==> src/hw/rtl/gbks_ram.sv <==
// ----------------------------------------------------------------------------
// gbks_ram
// Simple dual-port RAM: one write port, one read port with registered data.
// ----------------------------------------------------------------------------
module gbks_ram #(
	parameter int WIDTH = 8,
	parameter int DEPTH = 16
) (
	input  logic                     clk,
	input  logic                     we,
	input  logic [$clog2(DEPTH)-1:0] waddr,
	input  logic [WIDTH-1:0]         wdata,
	input  logic                     re,
	input  logic [$clog2(DEPTH)-1:0] raddr,
	output logic [WIDTH-1:0]         rdata
);

	logic [WIDTH-1:0] mem [DEPTH];

	always_ff @(posedge clk) begin
		if (we) begin
			mem[waddr] <= wdata;
		end
		if (re) begin
			rdata <= mem[raddr];
		end
	end

endmodule

==> config.mk <==
export PLATFORM = sky130hd
export DESIGN_NAME = gbks_ram
export DESIGN_NICKNAME = d
export VERILOG_FILES = /design/src/hw/rtl/gbks_ram.sv
export SDC_FILE = /design/constraint.sdc
export NUM_CORES = 1
export LEC_CHECK = 0
export ABC_AREA = 0
export BUFFER_PORTS_ARGS = -buffer_cell sky130_fd_sc_hd__buf_2
export CAP_MARGIN = 20
export CORE_ASPECT_RATIO = 0.9
export CORE_MARGIN = 4
export CORE_UTILIZATION = 40
export DETAILED_ROUTE_END_ITERATION = 16
export PLACE_DENSITY_LB_ADDON = 0.15
export SLEW_MARGIN = 20
export SYNTH_ARGS = -nofsm -noshare
export SYNTH_HDL_FRONTEND = slang
export SYNTH_SLANG_ARGS = --single-unit
==> constraint.sdc <==
create_clock -name clk -period 3.75 [get_ports clk]
set_input_delay 0.375 -clock clk [delete_from_list [all_inputs] [get_ports clk]]
set_output_delay 0.375 -clock clk [all_outputs]
set_load 0.02 [all_outputs]
==> flow_summary.json <==
{
  "die_h_um": 116,
  "cap_violations": 0,
  "utilization": 0.481,
  "yosys.area_share.adder": 0,
  "crit_type": "in2reg",
  "cts_tree": "yes",
  "die_w_um": 129,
  "crit_chain": "buf_2 -> buf_12 -> mux4_1 -> a22oi_1 -> nand2_1",
  "hp-class": "in2reg",
  "placed_area_mm2": 0.00553,
  "post-dp-hpwl_um": 6320,
  "worstPathRequired_ns": 3.90,
  "placed_cells": 415,
  "yosys_warnings": 0,
  "fill_cells": 1029,
  "gp_congestion": 0.724,
  "final-setup-viol-count": 0,
  "critPathCaptureType": "flip-flop",
  "netlist_instances": 229,
  "clk_latency_ns": 0.40,
  "grt_setup_unrepaired": "false",
  "grt_pass1_wl_um": 15100,
  "vdd.ir_drop.worst_uv": 329,
  "max_freq_ghz": 0.517,
  "setup_ws_ns": 1.82,
  "met1_usage": 0.214,
  "cts.repair.resized": 0,
  "die-area_mm2": 0.0150,
  "use_met2": 0.212,
  "hold_viol_final": 0,
  "setup_tns_ns": 0,
  "final_cells": 446,
  "post_cts_buffers": 0,
  "cts_made_buffers": 17,
  "place_ws_ns": 1.38,
  "register_area_mm2": 0.00408,
  "ant_nets": 0,
  "num_rows": 39,
  "final.min_clock_period_ns": 1.93,
  "synth-compound-area-share": 0.0230,
  "r2r-start": "mem[3][7]",
  "slew_violations": 0,
  "cts-htree-levels": 4,
  "drive_gt1_frac": 0.270,
  "track_usage": 0.145,
  "cts_num_sinks": 136,
  "ys_seq_elements": 136,
  "grt_pass1_vias": 2380,
  "grt_util_met3": 0.0402,
  "worstSetupStartpointType": "input port",
  "cp.arrival_ns": 2.08,
  "clk_pin_slew_worst_paths_ns": 0.06,
  "path_max_fanout": 18,
  "dr.pass1.iters": 4,
  "synth.avg_cell_area_um2": 22.8,
  "crit_start": "raddr[0]",
  "syn_area_mm2": 0.00523,
  "leakagePower_uw": 0.00203,
  "port_buffers": 26,
  "dr.first_iter.drc_count": 205,
  "multi_input_area_mm2": 0.00106,
  "core_mm2": 0.0127,
  "diodes": 0,
  "synthToLayoutAreaGrowth_pct": 17.2,
  "grt_max_degree": 33,
  "synth_top_family_by_area": "multiplexers",
  "syn-num-nets": 248,
  "critPathMaxStageDelay_ns": 0.57,
  "viasPerCell": 5.27,
  "antenna_found_initial": 0,
  "synth_cell_type_count": 18,
  "post_drt_wl_per_cell_um": 22.7,
  "num_vias": 2350,
  "ctsLongestPathBuffers": 2,
  "critical-path-slowest-cell": "mux4_1",
  "power_density_mw_per_mm2": 580,
  "drc_errors": 0,
  "cts-hold-fix-buffers": 0,
  "busiest_layer": "met1",
  "stdcell_area_mm2": 0.00612,
  "synthXorXnorAreaFrac": 0,
  "synthSimpleGateAreaFrac": 0.0314,
  "ios": 27,
  "max_slew.worst_pin.slew_ns": 0.996,
  "synth.mux.area_fraction": 0.148,
  "post-route-period-util": 0.516,
  "grt_overflow": 0,
  "yosysSeqAreaShare": 0.781,
  "wl_um": 10100,
  "relSlewSlack": 0.333,
  "hold_path.startpoint": "re",
  "start_util": 0.410,
  "cts_root_buffer": "clkbuf_16",
  "skew_ns": 0.00513,
  "status": "complete, no violations",
  "final_nets": 289
}
-- layer usage --
metal	wire length (um)	vias to the layer above
met4	95	0
met3	538	7
li1	-	1063
met2	4540	63
met1	4960	1217
met5	0	-
-- where the power goes --
| part | internal [uW] | leakage, uW | switching (uW) | total (uW) |
|---|---|---|---|---|
| registers | 1710 | 0.00124 | 7.18 | 1720 |
| clock network | 1090 | 0.000287 | 573 | 1670 |
| logic | 62.1 | 0.000509 | 98.2 | 160 |
-- through the flow --
step | hold WS [ns] | power (uW)
finish | 0.327 | 3550
global route | 0.318 | 3670
floorplan | 0.474 | 1850
CTS | 0.319 | 3580
global placement | 0.731 | 1910
detailed placement | 0.738 | 1920
-- flip-flops by register name, indices dropped and copies added, names as in the netlist --
name   cells
rdata      8
mem      128
-- layout make-up --
type / instances / share of cell area
timing repair buffer: 32 / 0.0306
sequential: 136 / 0.667
clock buffer: 19 / 0.0707
tap: 164 / 0.0335
clock inverter: 12 / 0.0257
multi-input combinational: 83 / 0.173
-- cell usage in the layout (no fill, tap or decap) --
cell and n:
a22oi_1 16, and2_1 1, and2b_1 1, buf_12 1, buf_2 26, buf_4 5
bufinv_16 4, clkbuf_1 2, clkbuf_16 17, clkinv_1 4, clkinv_2 3, clkinvlp_4 1
edfxtp_1 136, mux4_1 14, mux4_2 18, nand2_1 9, nand2b_1 2, nand3_1 1
nand3b_1 2, nor2_1 13, nor2b_1 1, nor3_1 4, or3b_2 1
-- cells in the mapped netlist --
master	count	area share
buf_6	3	0.0065
and2b_1	1	0.0014
nand2b_1	2	0.0024
clkdlybuf4s25_2	3	0.0057
and2_1	1	0.0012
buf_2	3	0.0029
nand3b_1	2	0.0029
a22oi_1	16	0.023
nor2b_1	1	0.0012
nand3_1	1	0.00096
nor3_1	4	0.0038
nand2_1	9	0.0065
mux4_2	18	0.078
mux4_1	14	0.070
nor2_1	13	0.0093
buf_4	1	0.0014
or3b_2	1	0.0017
edfxtp_1	136	0.78
-- critical path: cells and delay by family --
| kind | cells | cell delay [ns] |
|---|---|---|
| simple gates | 1 | 0.10 |
| buf+inv | 2 | 0.72 |
| mux | 1 | 0.57 |
| compound gates | 1 | 0.30 |
-- logic make-up (layout without fill, tap and decap cells) --
| logic type | count (synthesis) | after routing |
|---|---|---|
| compound gates | 16 | 16 |
| buf+inv | 10 | 63 |
| flops | 136 | 136 |
| mux | 32 | 32 |
| simple gates | 35 | 35 |
-- final timing paths --
kind,end,slack [ns],depth (start not counted)
setup / recovery,rdata[3],1.82,5
hold reg to reg,rdata[2],0.75,3
hold / removal,rdata[3],0.33,1
setup reg to reg,rdata[7],2.12,3
Note: power is estimated with default switching activity, not from simulation.
