===== config.mk =====
export PLATFORM = sky130hd
export DESIGN_NAME = gbks_cell
export DESIGN_NICKNAME = d
export VERILOG_FILES = /design/src/hw/rtl/gbks_pkg.sv /design/src/hw/rtl/gbks_cell.sv
export SDC_FILE = /design/constraint.sdc
export NUM_CORES = 1
export LEC_CHECK = 0
export ABC_AREA = 1
export BUFFER_PORTS_ARGS = -buffer_cell sky130_fd_sc_hd__buf_2
export CAP_MARGIN = 0
export CORE_ASPECT_RATIO = 1.1
export CORE_MARGIN = 8
export CORE_UTILIZATION = 49
export DETAILED_ROUTE_END_ITERATION = 10
export PLACE_DENSITY = 0.83
export SETUP_SLACK_MARGIN = 0.02
export SYNTH_ARGS = -nofsm -noshare
export SYNTH_HDL_FRONTEND = slang
export SYNTH_SLANG_ARGS = --single-unit

===== constraint.sdc =====
create_clock -name clk -period 6 [get_ports clk]
set_input_delay 1.2 -clock clk [delete_from_list [all_inputs] [get_ports clk]]
set_output_delay 1.2 -clock clk [all_outputs]
set_load 0.01 [all_outputs]

===== src/hw/rtl/gbks_pkg.sv =====
// ----------------------------------------------------------------------------
// gbks_pkg
// Shared widths, codes and transaction types of the group-by-key sorter.
// ----------------------------------------------------------------------------
package gbks_pkg;

	localparam int GROUP_W         = 12;
	localparam int MEMBER_W        = 18;
	localparam int KEY_W           = GROUP_W + MEMBER_W;
	localparam int COUNT_W         = 11;
	localparam int STORE_DEPTH_DEF = 1024;
	localparam int GROUPS_DEF      = 4096;
	localparam logic [GROUP_W-1:0] LIMIT_RESET = '1;

	typedef enum logic [1:0] {
		FUNC_ENROLL = 2'd0,
		FUNC_POP    = 2'd1,
		FUNC_QUERY  = 2'd2
	} func_t;

	typedef enum logic [1:0] {
		STAT_OK    = 2'd0,
		STAT_FULL  = 2'd1,
		STAT_EMPTY = 2'd2,
		STAT_RANGE = 2'd3
	} status_t;

	typedef enum logic [1:0] {
		S_CLEAR,
		S_IDLE,
		S_EXEC
	} state_t;

	typedef struct packed {
		logic [1:0]          func;
		logic [GROUP_W-1:0]  group_id;
		logic [MEMBER_W-1:0] member_code;
	} req_t;

	typedef struct packed {
		logic [1:0]          status;
		logic [GROUP_W-1:0]  out_group;
		logic [MEMBER_W-1:0] out_member;
		logic [COUNT_W-1:0]  group_count;
		logic                first_of_group;
	} rsp_t;

	// Broadcast to every cell of the sorted chain.
	typedef struct packed {
		logic             ins;
		logic             pop;
		logic [KEY_W-1:0] key;
	} cell_ctrl_t;

endpackage


===== src/hw/rtl/gbks_cell.sv =====
// ----------------------------------------------------------------------------
// gbks_cell
// One slot of the sorted chain: compare against the broadcast key, then
// take the new key, take the left neighbor, take the right neighbor or hold.
// ----------------------------------------------------------------------------
module gbks_cell (
	input  logic                        clk,
	input  gbks_pkg::cell_ctrl_t        ctrl,
	input  logic                        occ,
	input  logic                        left_big,
	input  logic [gbks_pkg::KEY_W-1:0]  left_key,
	input  logic [gbks_pkg::KEY_W-1:0]  right_key,
	output logic [gbks_pkg::KEY_W-1:0]  cell_key,
	output logic                        big
);
	import gbks_pkg::*;

	logic [KEY_W-1:0] key_q;

	// Empty slots count as larger than any key; equal keys stay ahead.
	assign big      = !occ || (key_q > ctrl.key);
	assign cell_key = key_q;

	always_ff @(posedge clk) begin
		if (ctrl.ins) begin
			if (left_big) begin
				key_q <= left_key;
			end else if (big) begin
				key_q <= ctrl.key;
			end
		end else if (ctrl.pop) begin
			key_q <= right_key;
		end
	end

endmodule


==> impl_metrics.tcl, run 1 <==
set metrics [dict create \
    outcome "finished clean" \
    hold_path_class "input pin to register" \
    nNetsFinal 560 \
    criticalPathCategory "input pin to primary output" \
    die_h_um 88.9 \
    fillCellCount 409 \
    grt_pass1_wl_mm 11.1 \
    grt_overflow 0 \
    swShare_pct 31.7 \
    dr_wl_met2_mm 3.71 \
    path_delay_family "simple AND/OR/NAND/NOR gates" \
    pwr_density_cell_nw_per_um2 198 \
    yosys.area.top_type "edfxtp_1" \
    grt_max_degree 33 \
    crit_required_ps 4800 \
    routed_wl_mm 7.06 \
    pin_count 126 \
    drtIter0Drc 131 \
    slew_violations 0 \
    cts_tree "done" \
    worstPathMaxFanout 2 \
    placed_cell_area_sq_um 3030 \
    path_buf_inv 3 \
    cts-resized-gates 0 \
    synth.avg_cell_area_sq_um 7.54 \
    end_kind "primary output" \
    p_leak_uw 0.00171 \
    final_area_sq_um 3110 \
    dieArea_sq_um 7320 \
    root_buffer "clkbuf_8" \
    slowest_delay_ps 290 \
    synth_edf_count 30 \
    syn2layout_area_growth_pct 31.2 \
    clk_pin_slew_ps 70 \
    core_sq_um 4650 \
    seq_area_frac_synth_pct 38.0 \
    ys_top_cells_by_area "edfxtp_1 (38%), ha_1 (16%), nand2_1 (12%)" \
    cts_setup_buffers 0 \
    async_reset_ff_share_pct 0 \
    antenna_left 0 \
    n_antenna_cell 0 \
    clock_path_buffers 2 \
    synth_top_area_share_pct 38.0 \
    maxCapViolCount 0 \
    dr.pass1.iters 6 \
    p_int_uw 419 \
    finClkSkew_ps 8.61 \
    critPathArrivalTime_ps 2540 \
    rsz0062_at_grt "false" \
    min_period_ps 3740 \
    synth-seq-cells 30 \
    max_freq_ghz 0.267 \
    min_period_over_period_pct 62.4 \
    wire_per_inst_um 14.3 \
    die_x_um 82.3 \
    antenna_found_initial 0 \
    clock_power_share_pct 25.3 \
    syn_area_sq_um 2370 \
    share_comb_of_total_power_pct 30.4 \
    fin_tns_setup_ps 0 \
    cts_hold_buf 0 \
    peakVddDrop_uv 123 \
    critPathMostFrequentCell "nand2_1" \
    drc 0 \
    dr_total_vias 2452 \
    start_util_pct 50.9 \
    num_rows 26 \
    p_sw_uw 195 \
    finalSetupViolCount 0 \
    max_slew_margin_pct 32.0 \
    synth_cell_types 18 \
    largest_register_ff_count 30 \
    grt_pass1_vias 2534 \
    ys_warn_count 0 \
    vias_per_cell 4.98 \
    p_seq_share_pct 44.2 \
    met3_length_um 482 \
    hpwl_mm 5.55 \
    tightest_slew_ps 1020 \
    hold_violations 0 \
    post-synth-top-count-cell "nand2_1" \
    htreeDepth 2 \
    cts.sinks 30 \
    start_kind "input pin" \
    synthFlopType "edfxtp_1" \
    place_congestion 0.811 \
    crit_chain "buf_2 -> inv_1 -> ha_1 -> a21oi_1 -> nor2_1 -> nor2_1 -> nand2_1 -> a21oi_1 -> nand2_1 -> nand2_1 -> nand2_1 -> buf_2" \
    r2r_slack_ps 3710 \
    drive_gt1_share_pct 32.3 \
    synth_cells 314 \
    synth_common_cells "nand2_1 (75), inv_1 (46), nor2_1 (35)" \
    maxUsedRoutingLayer "met4" \
    grtUsageTotal_pct 19.5 \
    numCtsBuffers 5 \
    port_buffers 125 \
    wl_met1_mm 2.74 \
    syn-num-nets 439 \
    crit_slowest_cell "ha_1" \
    clk_latency_ps 280 \
]
-- power by group through the flow --
stage	Sequential, uW	Clock (uW)	Combinational, uW
floorplan	286	0	94.6
global placement	275	0	182
detailed placement	276	0	188
CTS	272	161	190
global route	274	170	214
finish	272	156	187
-- through the flow --
step	worst slack, ps	util, %	total power [uW]	std cells	hold WS (ps)
final	2260	66.8	614	492	1200
after CTS	2290	66.8	622	492	1190
after floorplan	2630	-	381	314	1400
after global routing	2140	66.8	658	492	1200
after global placement	2310	65.1	456	484	1470
after detailed placement	2310	65.1	464	484	1490
-- worst paths after layout --
kind,cells past startpoint,from,to
setup / recovery,12,ctrl[27],big
hold / removal,3,right_key[26],cell_key[26]
setup reg to reg,14,cell_key[5],cell_key[14]
hold reg to reg,9,cell_key[6],cell_key[0]
-- layout by cell type (no fill, tap or decap) --
master / Yosys / routed
and3_1: 1 / 1
clkbuf_1: 12 / 1
edfxtp_1: 30 / 30
or2_2: 1 / 1
clkinv_2: 0 / 1
nor2_2: 4 / 4
buf_2: 0 / 125
inv_2: 1 / 1
clkbuf_8: 0 / 5
nor2_4: 1 / 1
nand2_1: 75 / 75
a21o_1: 2 / 2
ha_1: 30 / 30
o21ai_1: 30 / 30
nor2_1: 35 / 35
nand3_1: 4 / 4
nand4_2: 2 / 2
a21oi_1: 9 / 9
inv_1: 46 / 46
buf_4: 0 / 1
o21ai_0: 30 / 30
clkinv_1: 1 / 2
-- kinds of logic after synthesis --
kind of cell    count (synthesis)  share of synthesized area [%]
simple gates                  123                           21.4
compound gates                 71                           15.2
buf+inv                        60                           9.51
fa+ha+maj                      30                           15.8
flops                          30                           38.0
-- layer usage --
metal / vias to the layer above / global-route usage, %
li1: 1265 / -
met1: 1097 / 21.1
met2: 80 / 35.2
met3: 10 / 5.13
met4: 0 / 7.19
met5: - / 0
-- worst register-to-register path, delay by kind of cell (launching register included) --
| family | cells | cell delay (ps) |
|---|---|---|
| adder cells (fa/ha/maj) | 1 | 310 |
| buffers and inverters | 2 | 400 |
| AND/OR/NAND/NOR | 11 | 830 |
| flip-flops | 1 | 400 |
-- area by class of cell --
type,instances,area (sq um),share of cell area [%]
well taps,56,70.1,2.25
clock inverters,2,8.76,0.282
repair buffers,126,633,20.4
clock buffers,6,72.6,2.33
inverters,48,180,5.80
flip-flops and latches,30,901,29.0
multi-input cells,224,1240,40.0
No activity file was read; power rests on OpenSTA's default activity.
==> run 2: changes to the inputs <==
--- a/config.mk
+++ b/config.mk
@@ -10,9 +10,9 @@
 export CAP_MARGIN = 0
 export CORE_ASPECT_RATIO = 1.1
 export CORE_MARGIN = 8
-export CORE_UTILIZATION = 49
+export CORE_UTILIZATION = 46
 export DETAILED_ROUTE_END_ITERATION = 10
-export PLACE_DENSITY = 0.83
+export PLACE_DENSITY = 0.79
 export SETUP_SLACK_MARGIN = 0.02
 export SYNTH_ARGS = -nofsm -noshare
 export SYNTH_HDL_FRONTEND = slang
==> constraint.sdc (replaced) <==
create_clock -name clk -period 3.45 [get_ports clk]
set_input_delay 0.69 -clock clk [delete_from_list [all_inputs] [get_ports clk]]
set_output_delay 0.69 -clock clk [all_outputs]
set_load 0.01 [all_outputs]
==> run 2 against run 1 <==
Sequential power is 74% higher. Register-to-register slack worse by 2400 ps. First-iteration DRC count is 19% lower. Clock skew is 3.7 ps lower. Utilization is 4.3 points lower. Hold slack worse by 500 ps. Cell count is 0.81% higher. Sequential share of layout area is 0.16 points lower. Routed wire length is 2.8% lower. Largest cell class unchanged.
==> impl_metrics.tcl, run 2 (synthesis results as in run 1) <==
set metrics [dict create \
    clk_pin_slew_ps 60 \
    reg2reg_from "cell_key[13]" \
    r2r_slack_ps 1310 \
    cts-resized-gates 0 \
    fin_hold_ws_ps 699 \
    r2r_end "cell_key[4]" \
    worstPathMaxFanout 2 \
    cts_hold_buf 0 \
    cts_setup_buffers 0 \
    fin_tns_setup_ps 0 \
    hold_violations 0 \
    htreeDepth 2 \
    dr.pass1.iters 4 \
    grtUsageTotal_pct 17.9 \
    routed_wl_mm 6.86 \
    root_buffer "clkbuf_8" \
    grt_pass1_wl_mm 11.6 \
    hpwl_mm 5.44 \
    crit_required_ps 2760 \
    n_antenna_cell 0 \
    share_comb_of_total_power_pct 30.6 \
    drc 0 \
    final_common_cell "buf_2" \
    antenna_left 0 \
    die_h_um 91.3 \
    swShare_pct 31.3 \
    hold_path_class "input pin to register" \
    grt_overflow 0 \
    place_congestion 0.784 \
    rsz0062_at_grt "false" \
    dr_total_vias 2485 \
    core_sq_um 5000 \
    finClkSkew_ps 4.87 \
    slew_violations 0 \
    nNetsFinal 562 \
    critPathArrivalTime_ps 1980 \
    antenna_found_initial 0 \
    reg2regPathDepth 14 \
    num_rows 27 \
    wire_per_inst_um 13.8 \
    outcome "finished clean" \
    cts.sinks 30 \
    p_leak_uw 0.00172 \
    crit_start "ctrl[5]" \
    final_cell_mix "buf_2 (125), nand2_1 (75), inv_1 (46), nor2_1 (35)" \
    dieArea_sq_um 7700 \
    crit_path_end "big" \
    drive_gt1_share_pct 32.6 \
    clock_power_share_pct 25.0 \
    min_period_ps 2670 \
    grt_max_degree 33 \
    start_kind "input pin" \
    port_buffers 125 \
    peakVddDrop_uv 226 \
    criticalPathCategory "input pin to primary output" \
    die_x_um 84.4 \
    largest_register_ff_count 30 \
    vias_per_cell 5.01 \
    numCtsBuffers 5 \
    max_slew_margin_pct 63.3 \
    pin_count 126 \
    min_period_over_period_pct 77.4 \
    p_int_uw 731 \
    clock_path_buffers 2 \
    syn2layout_area_growth_pct 32.0 \
    maxCapViolCount 0 \
    p_sw_uw 333 \
    grt_pass1_vias 2633 \
    tightest_slew_ps 550 \
    cts_tree "done" \
    finalSetupViolCount 0 \
    drtIter0Drc 106 \
    start_util_pct 47.4 \
    end_kind "primary output" \
    p_seq_share_pct 44.4 \
    clk_latency_ps 270 \
    pwr_density_cell_nw_per_um2 340 \
    max_freq_ghz 0.374 \
]
run 2: cell types whose count changed in the layout (fill, tap and decap cells not counted):
cell,before,now
buf_4,1,3
run 2: worst min path at each step:
stage,from,to,cells past startpoint
after detailed placement,right_key[24],cell_key[24],3
after global routing,right_key[18],cell_key[18],3
after global placement,right_key[12],cell_key[12],3
final,right_key[18],cell_key[18],3
after CTS,right_key[24],cell_key[24],3
after floorplan,right_key[0],cell_key[0],2
run 2: worst max-delay path: stages:
cell,delay (ps)
buf_2,90
inv_1,40
ha_1,280
nand2_1,70
nor2_1,140
nand2_1,70
nand3_1,100
nand2_1,60
nand2_1,60
nand2_1,40
nand2_1,60
nand2_1,80
nand2_1,70
buf_2,130
run 2: final cells by class:
cell class / count / area [sq um]
Fill cell: 479 / 1870
Timing Repair Buffer: 128 / 648
Sequential cell: 30 / 901
Multi-Input combinational cell: 224 / 1240
Clock buffer: 6 / 72.6
Tap cell: 58 / 72.6
Clock inverter: 2 / 8.76
Inverter: 48 / 180
run 2: per-layer routing:
layer | share of wire, % | global-route usage (%) | up-vias | wire [um]
met5 | 0 | 0 | - | 0
met4 | 1.5 | 5.50 | 0 | 102
met3 | 5.8 | 5.50 | 8 | 400
met2 | 52 | 33.1 | 74 | 3600
met1 | 40 | 18.9 | 1132 | 2760
li1 | - | - | 1271 | -
run 2: power groups by stage:
stage	logic (uW)	clock network (uW)	registers [uW]
finish	325	266	473
global route	372	285	477
CTS	329	275	473
detailed placement	326	0	481
global placement	318	0	478
floorplan	165	0	498
run 2: through the flow:
stage | total power (uW) | worst slack, ps | util (%) | instance area [sq um] | cells
after floorplan | 663 | 795 | - | 2370 | 314
after global placement | 796 | 789 | 60.9 | 3040 | 488
after detailed placement | 807 | 791 | 60.9 | 3040 | 488
after CTS | 1080 | 777 | 62.5 | 3130 | 496
after global routing | 1140 | 650 | 62.5 | 3130 | 496
final | 1060 | 779 | 62.5 | 3130 | 496
